File: src/rtl/plc_pkg.sv
`default_nettype none
package plc_pkg;

    localparam int MaxPoints = 16;
    localparam int IdxW      = $clog2(MaxPoints);
    localparam int CntW      = $clog2(MaxPoints + 1);

    localparam logic CMD_LOAD = 1'b0;
    localparam logic CMD_EVAL = 1'b1;

    localparam logic [3:0] REG_PERIODIC = 4'd0;
    localparam logic [3:0] REG_POINTS   = 4'd1;

    typedef struct packed {
        logic        command;
        logic [3:0]  point_index;
        logic [31:0] point_time;
        logic [31:0] point_value;
        logic [31:0] query_time;
    } plc_in_t;

    typedef struct packed {
        logic [31:0] curve_value;
        logic        is_evaluation;
    } plc_out_t;

    // controller -> datapath
    typedef struct packed {
        logic capture;     // latch input transaction
        logic load_write;  // write table slot
        logic mul_sum;     // add hi term to lo term
        logic [IdxW-1:0] rd_addr;
        logic rd_first;    // capture first point
        logic rd_last;     // capture last point
        logic rd_lo;       // capture lower bracket
        logic rd_hi;       // capture upper bracket
        logic wrap_start;  // start periodic modulo
        logic wrap_take;   // replace t with wrapped value
        logic frac_start;  // start fraction divide
        logic mul_lo;      // multiply lo term
        logic mul_hi;      // multiply hi term
        logic res_sel_lo;  // result = value lo
        logic res_sel_hi;  // result = value hi
        logic res_sel_first;
        logic res_sel_last;
        logic res_sel_blend;
        logic res_zero;
    } plc_cmd_t;

    // datapath -> controller
    typedef struct packed {
        logic is_eval;
        logic t_lt_first;
        logic t_gt_last;
        logic span_empty;
        logic t_le_rd;     // t <= time at rd data
        logic t_le_lo;
        logic t_ge_hi;
        logic div_done;
    } plc_sts_t;

endpackage
`default_nettype wire

File: src/rtl/plc_divider.sv
`default_nettype none
// Restoring divider, one quotient bit per cycle: 48-bit dividend / 32-bit divisor.
module plc_divider
    import plc_pkg::*;
(
    input  wire logic        clk,
    input  wire logic        rst_n,
    input  wire logic        start,
    input  wire logic [47:0] dividend,
    input  wire logic [31:0] divisor,
    output logic             done,
    output logic [47:0]      quotient,
    output logic [31:0]      remainder
);
    logic [47:0] q_reg, q_next;
    logic [31:0] r_reg, r_next;
    logic [31:0] d_reg, d_next;
    logic [5:0]  cnt_reg, cnt_next;
    logic        busy_reg, busy_next;
    logic        done_reg, done_next;
    logic [32:0] trial;
    logic [32:0] diff;

    always_comb
    begin
        q_next    = q_reg;
        r_next    = r_reg;
        d_next    = d_reg;
        cnt_next  = cnt_reg;
        busy_next = busy_reg;
        done_next = 1'b0;
        trial     = {r_reg, q_reg[47]};
        // remainder stays below divisor, so trial - divisor fits 33 bits signed
        diff      = trial - {1'b0, d_reg};
        if (start)
        begin
            q_next    = dividend;
            r_next    = '0;
            d_next    = divisor;
            cnt_next  = 6'd48;
            busy_next = 1'b1;
        end
        else if (busy_reg)
        begin
            if (!diff[32])
            begin
                r_next = diff[31:0];
                q_next = {q_reg[46:0], 1'b1};
            end
            else
            begin
                r_next = trial[31:0];
                q_next = {q_reg[46:0], 1'b0};
            end
            cnt_next = cnt_reg - 6'd1;
            if (cnt_reg == 6'd1)
            begin
                busy_next = 1'b0;
                done_next = 1'b1;
            end
        end
    end

    always_ff @(posedge clk or negedge rst_n)
    begin
        if (!rst_n)
        begin
            busy_reg <= 1'b0;
            done_reg <= 1'b0;
            cnt_reg  <= '0;
        end
        else
        begin
            busy_reg <= busy_next;
            done_reg <= done_next;
            cnt_reg  <= cnt_next;
        end
    end

    always_ff @(posedge clk)
    begin
        q_reg <= q_next;
        r_reg <= r_next;
        d_reg <= d_next;
    end

    assign done      = done_reg;
    assign quotient  = q_reg;
    assign remainder = r_reg;
endmodule
`default_nettype wire

File: src/rtl/plc_datapath.sv
`default_nettype none
module plc_datapath
    import plc_pkg::*;
(
    input  wire logic            clk,
    input  wire logic            rst_n,
    input  wire plc_in_t         in_data,
    input  wire plc_cmd_t        cmd,
    output plc_sts_t             sts,
    output logic [31:0]          result
);
    // breakpoint tables; valid bits give the all-zero reset
    logic [31:0] times_mem [MaxPoints];
    logic [31:0] values_mem [MaxPoints];
    logic [MaxPoints-1:0] vld_reg;
    logic [31:0] rd_time_reg, rd_val_reg;
    logic        rd_vld_reg;
    logic [31:0] rd_time, rd_val;

    plc_in_t     in_reg;
    logic [31:0] t_reg;
    logic [31:0] first_t_reg, first_v_reg, last_t_reg, last_v_reg;
    logic [31:0] lo_t_reg, lo_v_reg, hi_t_reg, hi_v_reg;
    logic        wrap_mode_reg;
    logic signed [49:0] acc_reg;
    logic signed [49:0] prod_reg;
    logic [31:0] result_reg;

    logic        div_start, div_done;
    logic [47:0] div_dividend, div_q;
    logic [31:0] div_divisor, div_r;
    logic [32:0] d_signed;
    logic [31:0] span;
    logic [15:0] frac;
    logic [16:0] wgt;
    logic signed [17:0] wgt_s;
    logic signed [31:0] mul_val;
    logic signed [49:0] mul_out;
    logic signed [49:0] blend_q;

    always_ff @(posedge clk or negedge rst_n)
    begin
        if (!rst_n)
            vld_reg <= '0;
        else if (cmd.load_write)
            vld_reg[in_reg.point_index[IdxW-1:0]] <= 1'b1;
    end

    always_ff @(posedge clk)
    begin
        if (cmd.load_write)
        begin
            times_mem[in_reg.point_index[IdxW-1:0]]  <= in_reg.point_time;
            values_mem[in_reg.point_index[IdxW-1:0]] <= in_reg.point_value;
        end
        rd_time_reg <= times_mem[cmd.rd_addr];
        rd_val_reg  <= values_mem[cmd.rd_addr];
        rd_vld_reg  <= vld_reg[cmd.rd_addr];
    end

    assign rd_time = rd_vld_reg ? rd_time_reg : 32'd0;
    assign rd_val  = rd_vld_reg ? rd_val_reg : 32'd0;

    // periodic wrap: |t - first| mod span, then floor correction
    assign span     = last_t_reg - first_t_reg;
    assign d_signed = {1'b0, t_reg} - {1'b0, first_t_reg};
    assign frac     = div_q[15:0];
    assign wgt      = wrap_mode_reg ? {1'b0, frac} : 17'd65536 - {1'b0, frac};
    assign wgt_s    = signed'({1'b0, wgt});
    assign mul_val  = signed'(cmd.mul_hi ? hi_v_reg : lo_v_reg);
    assign mul_out  = mul_val * wgt_s;

    always_comb
    begin
        div_start    = cmd.wrap_start || cmd.frac_start;
        div_dividend = '0;
        div_divisor  = span;
        if (cmd.wrap_start)
            div_dividend = {16'd0, d_signed[32] ? (first_t_reg - t_reg) : d_signed[31:0]};
        else
        begin
            div_dividend = {t_reg - lo_t_reg, 16'd0};
            div_divisor  = hi_t_reg - lo_t_reg;
        end
    end

    plc_divider u_div (
        .clk       (clk),
        .rst_n     (rst_n),
        .start     (div_start),
        .dividend  (div_dividend),
        .divisor   (div_divisor),
        .done      (div_done),
        .quotient  (div_q),
        .remainder (div_r)
    );

    assign blend_q = acc_reg >>> 16;

    always_ff @(posedge clk)
    begin
        if (cmd.capture)
        begin
            in_reg <= in_data;
            t_reg  <= in_data.query_time;
        end
        if (cmd.rd_first)
        begin
            first_t_reg <= rd_time;
            first_v_reg <= rd_val;
        end
        if (cmd.rd_last)
        begin
            last_t_reg <= rd_time;
            last_v_reg <= rd_val;
        end
        if (cmd.rd_lo)
        begin
            lo_t_reg <= rd_time;
            lo_v_reg <= rd_val;
        end
        if (cmd.rd_hi)
        begin
            hi_t_reg <= rd_time;
            hi_v_reg <= rd_val;
        end
        if (cmd.wrap_start)
            wrap_mode_reg <= d_signed[32];
        if (cmd.frac_start)
            wrap_mode_reg <= 1'b0;
        if (cmd.wrap_take)
        begin
            if (wrap_mode_reg && div_r != 32'd0)
                t_reg <= first_t_reg + (span - div_r);
            else
                t_reg <= first_t_reg + div_r;
        end
        if (cmd.mul_lo)
        begin
            prod_reg      <= mul_out;
            wrap_mode_reg <= 1'b1;
        end
        if (cmd.mul_hi)
        begin
            prod_reg <= mul_out;
            acc_reg  <= prod_reg;
        end
        if (cmd.mul_sum)
            acc_reg <= acc_reg + prod_reg;
        if (cmd.res_sel_blend)
            result_reg <= blend_q[31:0];
        else if (cmd.res_sel_lo)
            result_reg <= lo_v_reg;
        else if (cmd.res_sel_hi)
            result_reg <= hi_v_reg;
        else if (cmd.res_sel_first)
            result_reg <= first_v_reg;
        else if (cmd.res_sel_last)
            result_reg <= last_v_reg;
        else if (cmd.res_zero)
            result_reg <= '0;
    end

    assign sts.is_eval    = in_reg.command == CMD_EVAL;
    assign sts.t_lt_first = t_reg < first_t_reg;
    assign sts.t_gt_last  = t_reg > last_t_reg;
    assign sts.span_empty = last_t_reg <= first_t_reg;
    assign sts.t_le_rd    = t_reg <= rd_time;
    assign sts.t_le_lo    = t_reg <= lo_t_reg;
    assign sts.t_ge_hi    = t_reg >= hi_t_reg;
    assign sts.div_done   = div_done;
    assign result         = result_reg;
endmodule
`default_nettype wire

File: src/rtl/plc_controller.sv
`default_nettype none
module plc_controller
    import plc_pkg::*;
(
    input  wire logic            clk,
    input  wire logic            rst_n,
    input  wire logic            in_fire,
    input  wire logic            out_fire,
    input  wire logic            periodic,
    input  wire logic [4:0]      points,
    input  wire plc_sts_t        sts,
    output plc_cmd_t             cmd,
    output logic                 busy,
    output logic                 out_valid,
    output logic                 out_is_eval
);
    typedef enum logic [13:0] {
        S_IDLE   = 14'b00000000000001,
        S_DECODE = 14'b00000000000010,
        S_RDF    = 14'b00000000000100,
        S_RDL    = 14'b00000000001000,
        S_CHECK  = 14'b00000000010000,
        S_WRAP   = 14'b00000000100000,
        S_SRCH   = 14'b00000001000000,
        S_RDLO   = 14'b00000010000000,
        S_DECIDE = 14'b00000100000000,
        S_FRAC   = 14'b00001000000000,
        S_MUL1   = 14'b00010000000000,
        S_MUL2   = 14'b00100000000000,
        S_SUM    = 14'b01000000000000,
        S_OUT    = 14'b10000000000000
    } state_t;

    state_t state_reg, state_next;
    logic [IdxW-1:0] idx_reg, idx_next;
    logic            pend_reg, pend_next;   // read data valid next cycle
    logic            eval_reg, eval_next;
    logic [IdxW-1:0] last_idx;
    logic [4:0]      n_eff;

    always_comb
    begin
        if (points == 5'd0)
            n_eff = 5'd1;
        else if (points > 5'(MaxPoints))
            n_eff = 5'(MaxPoints);
        else
            n_eff = points;
    end
    assign last_idx = IdxW'(n_eff - 5'd1);

    always_comb
    begin
        state_next = state_reg;
        idx_next   = idx_reg;
        pend_next  = 1'b0;
        eval_next  = eval_reg;
        cmd        = '0;
        cmd.rd_addr = idx_reg;
        unique case (state_reg)
            S_IDLE:
            begin
                if (in_fire)
                begin
                    cmd.capture = 1'b1;
                    state_next  = S_DECODE;
                end
            end
            S_DECODE:
            begin
                eval_next = sts.is_eval;
                if (!sts.is_eval)
                begin
                    cmd.load_write = 1'b1;
                    cmd.res_zero   = 1'b1;
                    state_next     = S_OUT;
                end
                else
                begin
                    cmd.rd_addr = '0;
                    state_next  = S_RDF;
                end
            end
            S_RDF:
            begin
                cmd.rd_first = 1'b1;
                cmd.rd_addr  = last_idx;
                state_next   = S_RDL;
            end
            S_RDL:
            begin
                cmd.rd_last = 1'b1;
                state_next  = S_CHECK;
            end
            S_CHECK:
            begin
                idx_next   = IdxW'(1);
                if (n_eff == 5'd1)
                begin
                    cmd.res_sel_first = 1'b1;
                    state_next = S_OUT;
                end
                else if (periodic)
                begin
                    if (sts.span_empty)
                    begin
                        cmd.res_sel_first = 1'b1;
                        state_next = S_OUT;
                    end
                    else
                    begin
                        cmd.wrap_start = 1'b1;
                        state_next = S_WRAP;
                    end
                end
                else if (sts.t_lt_first)
                begin
                    cmd.res_sel_first = 1'b1;
                    state_next = S_OUT;
                end
                else if (sts.t_gt_last)
                begin
                    cmd.res_sel_last = 1'b1;
                    state_next = S_OUT;
                end
                else
                begin
                    cmd.rd_addr = IdxW'(1);
                    pend_next   = 1'b1;
                    state_next  = S_SRCH;
                end
            end
            S_WRAP:
            begin
                cmd.rd_addr = IdxW'(1);
                if (sts.div_done)
                begin
                    cmd.wrap_take = 1'b1;
                    pend_next     = 1'b1;
                    state_next    = S_SRCH;
                end
            end
            S_SRCH:
            begin
                // one breakpoint per cycle, read data registered
                if (!pend_reg)
                begin
                    pend_next = 1'b1;
                end
                else if (sts.t_le_rd || 5'(idx_reg) == n_eff - 5'd1)
                begin
                    cmd.rd_hi   = 1'b1;
                    cmd.rd_addr = idx_reg - IdxW'(1);
                    state_next  = S_RDLO;
                end
                else
                begin
                    idx_next    = idx_reg + IdxW'(1);
                    cmd.rd_addr = idx_reg + IdxW'(1);
                    pend_next   = 1'b1;
                end
            end
            S_RDLO:
            begin
                cmd.rd_lo  = 1'b1;
                state_next = S_DECIDE;
            end
            S_DECIDE:
            begin
                if (sts.t_le_lo)
                begin
                    cmd.res_sel_lo = 1'b1;
                    state_next = S_OUT;
                end
                else if (sts.t_ge_hi)
                begin
                    cmd.res_sel_hi = 1'b1;
                    state_next = S_OUT;
                end
                else
                begin
                    cmd.frac_start = 1'b1;
                    state_next = S_FRAC;
                end
            end
            S_FRAC:
            begin
                if (sts.div_done)
                begin
                    cmd.mul_lo = 1'b1;
                    state_next = S_MUL1;
                end
            end
            S_MUL1:
            begin
                cmd.mul_hi = 1'b1;
                state_next = S_MUL2;
            end
            S_MUL2:
            begin
                cmd.mul_sum = 1'b1;
                state_next = S_SUM;
            end
            S_SUM:
            begin
                cmd.res_sel_blend = 1'b1;
                state_next = S_OUT;
            end
            S_OUT:
            begin
                if (out_fire)
                    state_next = S_IDLE;
            end
            default:
            begin
                state_next = S_IDLE;
            end
        endcase
    end

    always_ff @(posedge clk or negedge rst_n)
    begin
        if (!rst_n)
        begin
            state_reg <= S_IDLE;
            idx_reg   <= '0;
            pend_reg  <= 1'b0;
            eval_reg  <= 1'b0;
        end
        else
        begin
            state_reg <= state_next;
            idx_reg   <= idx_next;
            pend_reg  <= pend_next;
            eval_reg  <= eval_next;
        end
    end

    assign busy        = state_reg != S_IDLE;
    assign out_valid   = state_reg == S_OUT;
    assign out_is_eval = eval_reg;
endmodule
`default_nettype wire

File: src/rtl/piecewise_linear_curve_eval_unit.sv
`default_nettype none
// Load transaction: S_DECODE writes the table slot, then S_OUT holds a zero result until taken.
// Evaluate: S_RDF/S_RDL read the first and last points, and S_CHECK returns an end value or
// the single point; a table walk searches for k (k = upper bracket slot, 1..15), interpolation
// adds a serial divide and the S_MUL1, S_MUL2, S_SUM steps, periodic wrap another divide.
// One transaction at a time; the next is accepted the cycle after the result is taken.
// Reset (rst_n low, async) clears the table valid bits, periodic_mode=0, points_in_use=1.
module piecewise_linear_curve_eval_unit
    import plc_pkg::*;
(
    input  wire logic        clk,
    input  wire logic        rst_n,
    input  wire logic        in_valid,
    output logic             in_stall,
    input  wire plc_in_t     in_data,
    output logic             out_valid,
    input  wire logic        out_stall,
    output plc_out_t         out_data,
    input  wire logic        cfg_we,
    input  wire logic [3:0]  cfg_index,
    input  wire logic [4:0]  cfg_data
);
    logic       periodic_reg;
    logic [4:0] points_reg;
    plc_cmd_t   cmd;
    plc_sts_t   sts;
    logic       busy, is_eval;
    logic [31:0] result;

    always_ff @(posedge clk or negedge rst_n)
    begin
        if (!rst_n)
        begin
            periodic_reg <= 1'b0;
            points_reg   <= 5'd1;
        end
        else if (cfg_we)
        begin
            if (cfg_index == REG_PERIODIC)
                periodic_reg <= cfg_data[0];
            else if (cfg_index == REG_POINTS)
                points_reg <= cfg_data;
        end
    end

    assign in_stall = busy;

    plc_controller u_ctrl (
        .clk         (clk),
        .rst_n       (rst_n),
        .in_fire     (in_valid && !busy),
        .out_fire    (out_valid && !out_stall),
        .periodic    (periodic_reg),
        .points      (points_reg),
        .sts         (sts),
        .cmd         (cmd),
        .busy        (busy),
        .out_valid   (out_valid),
        .out_is_eval (is_eval)
    );

    plc_datapath u_dp (
        .clk     (clk),
        .rst_n   (rst_n),
        .in_data (in_data),
        .cmd     (cmd),
        .sts     (sts),
        .result  (result)
    );

    assign out_data.curve_value   = result;
    assign out_data.is_evaluation = is_eval;
endmodule
`default_nettype wire

File: config.mk
export PLATFORM = sky130hd
export DESIGN_NAME = piecewise_linear_curve_eval_unit
export DESIGN_NICKNAME = d
export VERILOG_FILES = /design/src/rtl/plc_pkg.sv /design/src/rtl/plc_divider.sv /design/src/rtl/plc_datapath.sv /design/src/rtl/plc_controller.sv /design/src/rtl/piecewise_linear_curve_eval_unit.sv
export SDC_FILE = /design/constraint.sdc
export NUM_CORES = 2
export LEC_CHECK = 0
export BUFFER_PORTS_ARGS = -buffer_cell sky130_fd_sc_hd__buf_4
export CAP_MARGIN = 20
export CORE_UTILIZATION = 35
export CTS_BUF_LIST = sky130_fd_sc_hd__clkbuf_8
export CTS_CLUSTER_DIAMETER = 50
export DETAILED_ROUTE_END_ITERATION = 16
export PLACE_DENSITY = 0.45
export SETUP_SLACK_MARGIN = 0.15
export SLEW_MARGIN = 20
export SYNTH_ARGS = -nofsm -noshare
export SYNTH_HDL_FRONTEND = slang
export SYNTH_HIERARCHICAL = 1
export SYNTH_SLANG_ARGS = --single-unit
File: constraint.sdc
create_clock -name clk -period 12.9 [get_ports clk]
set_input_delay 2.58 -clock clk [delete_from_list [all_inputs] [get_ports clk]]
set_output_delay 2.58 -clock clk [all_outputs]
set_load 0.005 [all_outputs]
==> key figures <==
Timing
  • Max-slew headroom: 25.3%
  • Final worst path period need: 10.23 ns
  • RSZ-0062 raised after global routing: no
  • Final setup fails: 0
  • Fin crit share: 79.3%
  • Worst Clk Skew: 0.0806 ns
  • Final Hold Viols: 0
  • Max Freq: 97.8 MHz
  • Final count of pins violating max slew: 0
  • Slew @ Worst Pin: 1.12 ns
  • Fin Setup TNS: 0 ns

CTS
  • Clk root buf: clkbuf_8
  • Post-CTS setup buffers: 0
  • Post-CTS sizing: 0
  • Worst-Skew Late Latency: 0.99 ns
  • H-tree Lvls: 5
  • CTS tree: built
  • CTS Sinks: 1737
  • Reg clk slew, reported paths: 0.05 ns
  • Cts hold-fix bufs: 0
  • CTS Buffer Depth: 4
  • CTS Buf Count: 325

Logic synthesis
  • Compound-Gate Fraction of Synth Area: 8.70%
  • Area leader, netlist: edfxtp_1
  • Async S/R FF share, synth: 2.88%
  • Most common library cells after synthesis: edfxtp_1 (1589), inv_1 (968), nor2_1 (629)
  • Ranking of synthesized cells by area: edfxtp_1 (46%), fa_1 (11%), mux4_2 (7.1%)
  • Yosys reg bits: 1737
  • Top_reg_cell synth: edfxtp_1
  • Post-synthesis simple-gate area fraction: 8.13%
  • Yosys warning count: 6
  • Seq/Total Area, Yosys: 49.2%
  • Avg Inst Size Synth: 12.6 µm²
  • Proportion of netlist area held by the largest area contributor: 46.1%
  • Synth Area in XOR/XNOR: 2.67%
  • Largest family of logic cells by synthesized area: adder cells
  • Post-synthesis mux area share: 9.35%
  • Count leader, synth: edfxtp_1
  • Cells after Synth: 8182
  • Number of synthesized flops with an enable pin: 1589
  • Synthesized Nets: 9391
  • Adder-cell area share of the yosys netlist: 17.2%
  • Post-synth cell types: 116
  • Cell Area, Synth: 103000 µm²

Global route
  • GR Layer Usage met3: 2.94%
  • Global-route wire length before repair: 453000 µm
  • Global route hottest layer: met1
  • Global Route Usage Sum: 20.4%
  • Grt ovf: 0
  • Largest net degree at the start of global routing: 138
  • Antenna violations before repair: 24
  • M2 GR Usage: 30.7%
  • GRT met1 Usage: 30.9%
  • Number of global-route vias before repair: 67801

Routing
  • Remaining DRCs: 20
  • Initial drt markers: 4943
  • Via Count: 65373
  • Remaining antenna violation count: 0
  • DR WL/cell: 24.2 µm
  • Initial DRT Pass Iterations: 14
  • Vias per cell: 5.17
  • Routed WL: 306000 µm

Worst hold path
  • Hold path cells: 1
  • Hold path start: u_dp/vld_reg[1]$_DFFE_PN0P_
  • Hold Path End: u_dp/vld_reg[1]$_DFFE_PN0P_
  • Hold crit path type: flip-flop to flip-flop

Finish
  • Share of cells above drive strength 1: 14.9%
  • Layout area overhead: 12.0%
  • Post-layout net count: 9669
  • Fin area: 116000 µm²

Floorplanning
  • Height of the die: 546 µm
  • Core area: 294000 µm²
  • Die area: 298000 µm²
  • Ports: 150
  • Die X: 546 µm
  • Initial Utilization: 35.2%
  • Std-Cell Rows: 199

Pwr
  • Leak: 0.0452 µW
  • Pwr per Cell Area: 194 nW/µm²
  • Worst VDD drop: 0.226 mV

Placed design
  • GPL Wtd Cong: 0.900
  • Port bufs: 149
  • DP Area: 109000 µm²
  • Detailed Place HPWL: 213000 µm

Critical path
  • Worst EP required: 13.57 ns
  • Slowest stage cell, crit path: mux2i_1
  • Worst EP arrival: 10.89 ns
  • FF-to-FF path depth: 29
  • Most Frequent Cell on Critical Path: fa_1
  • Max incr delay on CP: 0.94 ns
  • Critical path peak fanout: 49
  • Critical path capture point type: flip-flop
  • Crit path kind: flip-flop to flip-flop
  • Reg2reg end: u_dp/prod_reg[40]$_DFFE_PP_
  • CP startpoint kind: flip-flop
  • Reg2Reg Setup Slack: 2.67 ns
  • Critical R2R Launch: u_ctrl/state_reg[4]$_DFFE_PN0P_

Outcome
  • Status: finished, violations left
  • Failing checks: design-rule violations

Flow run
  • Max-cap viol count: 0
==> placed cells by master, fill, tap and decap left out, types with 71 or more instances in the layout <==
master	instances
o21ai_0	243
xnor2_1	196
nor3_1	86
ha_1	546
clkbuf_8	349
a21oi_1	439
edfxtp_1	1589
mux2_2	134
mux2i_1	71
dfxtp_1	97
nor2_1	611
mux4_2	325
nand2b_1	71
fa_1	548
buf_4	255
xor2_1	103
nand2_1	583
inv_1	1079
a21o_1	193
==> worst max-delay path: cells and delay by family, from the launching register on <==
kind,cells,cell delay [ns]
flip-flops,1,0.44
XOR/XNOR,1,0.08
AO/OA/AOI/OAI,9,2.18
AND/OR/NAND/NOR,6,1.94
adder cells (fa/ha/maj),7,3.45
multiplexers,1,0.94
buffers and inverters,5,0.84
==> how the worst max path moves through the flow <==
stage | startpoint | endpoint | slack, ns | cells after the start
after global routing | u_ctrl/state_reg[4]$_DFFE_PN0P_ | u_dp/prod_reg[40]$_DFFE_PP_ | 2.04 | 29
after global placement | u_ctrl/state_reg[5]$_DFFE_PN0P_ | u_dp/prod_reg[42]$_DFFE_PP_ | 2.88 | 29
after detailed placement | u_ctrl/state_reg[5]$_DFFE_PN0P_ | u_dp/prod_reg[40]$_DFFE_PP_ | 2.74 | 29
after CTS | u_ctrl/state_reg[4]$_DFFE_PN0P_ | u_dp/prod_reg[40]$_DFFE_PP_ | 2.67 | 29
after floorplan | u_ctrl/state_reg[5]$_DFFE_PN0P_ | u_dp/prod_reg[42]$_DFFE_PP_ | 4.02 | 33
final | u_ctrl/state_reg[4]$_DFFE_PN0P_ | u_dp/prod_reg[40]$_DFFE_PP_ | 2.67 | 29
==> per-layer routing <==
metal | up-vias | wire (µm)
met4 | 0 | 5780
met5 | - | 0
met3 | 367 | 16100
li1 | 29852 | -
met2 | 1681 | 133000
met1 | 33473 | 151000
==> cells by family after synthesis <==
logic type / Yosys count
adders and majority gates: 1094
muxes: 541
DFF: 1737
AOI/OAI and AO/OA: 1393
xor gates and xnor gates: 312
buffers and inverters: 1278
and+or+nand+nor: 1827
==> report_power, final <==
group	internal (µW)	switching [µW]
clock	2900	2410
combinational	4010	5720
sequential	6970	452
==> cell type report <==
cell class	count	area [µm²]
antenna	3	7.51
clock buffer	349	4800
clock inverter	239	1590
fill	28021	178000
inverter	970	3640
multi-input combinational	5167	48000
sequential	1737	50900
tap	3919	4900
timing repair buffer	259	1990
==> per-stage QoR <==
| stage | utilization [%] | total power, µW | setup WS (ns) | hold slack, ns | cells |
|---|---|---|---|---|---|
| after floorplan | - | 14500 | 4.02 | 0.434 | 8182 |
| after global placement | 37.2 | 17200 | 2.88 | 0.447 | 12051 |
| after detailed placement | 37.2 | 17200 | 2.74 | 0.448 | 12051 |
| after CTS | 39.4 | 22700 | 2.67 | 0.462 | 12639 |
| after global routing | 39.4 | 24100 | 2.04 | 0.478 | 12641 |
| final | 39.4 | 22400 | 2.67 | 0.458 | 12643 |
Power figures use the tool's default switching activity.
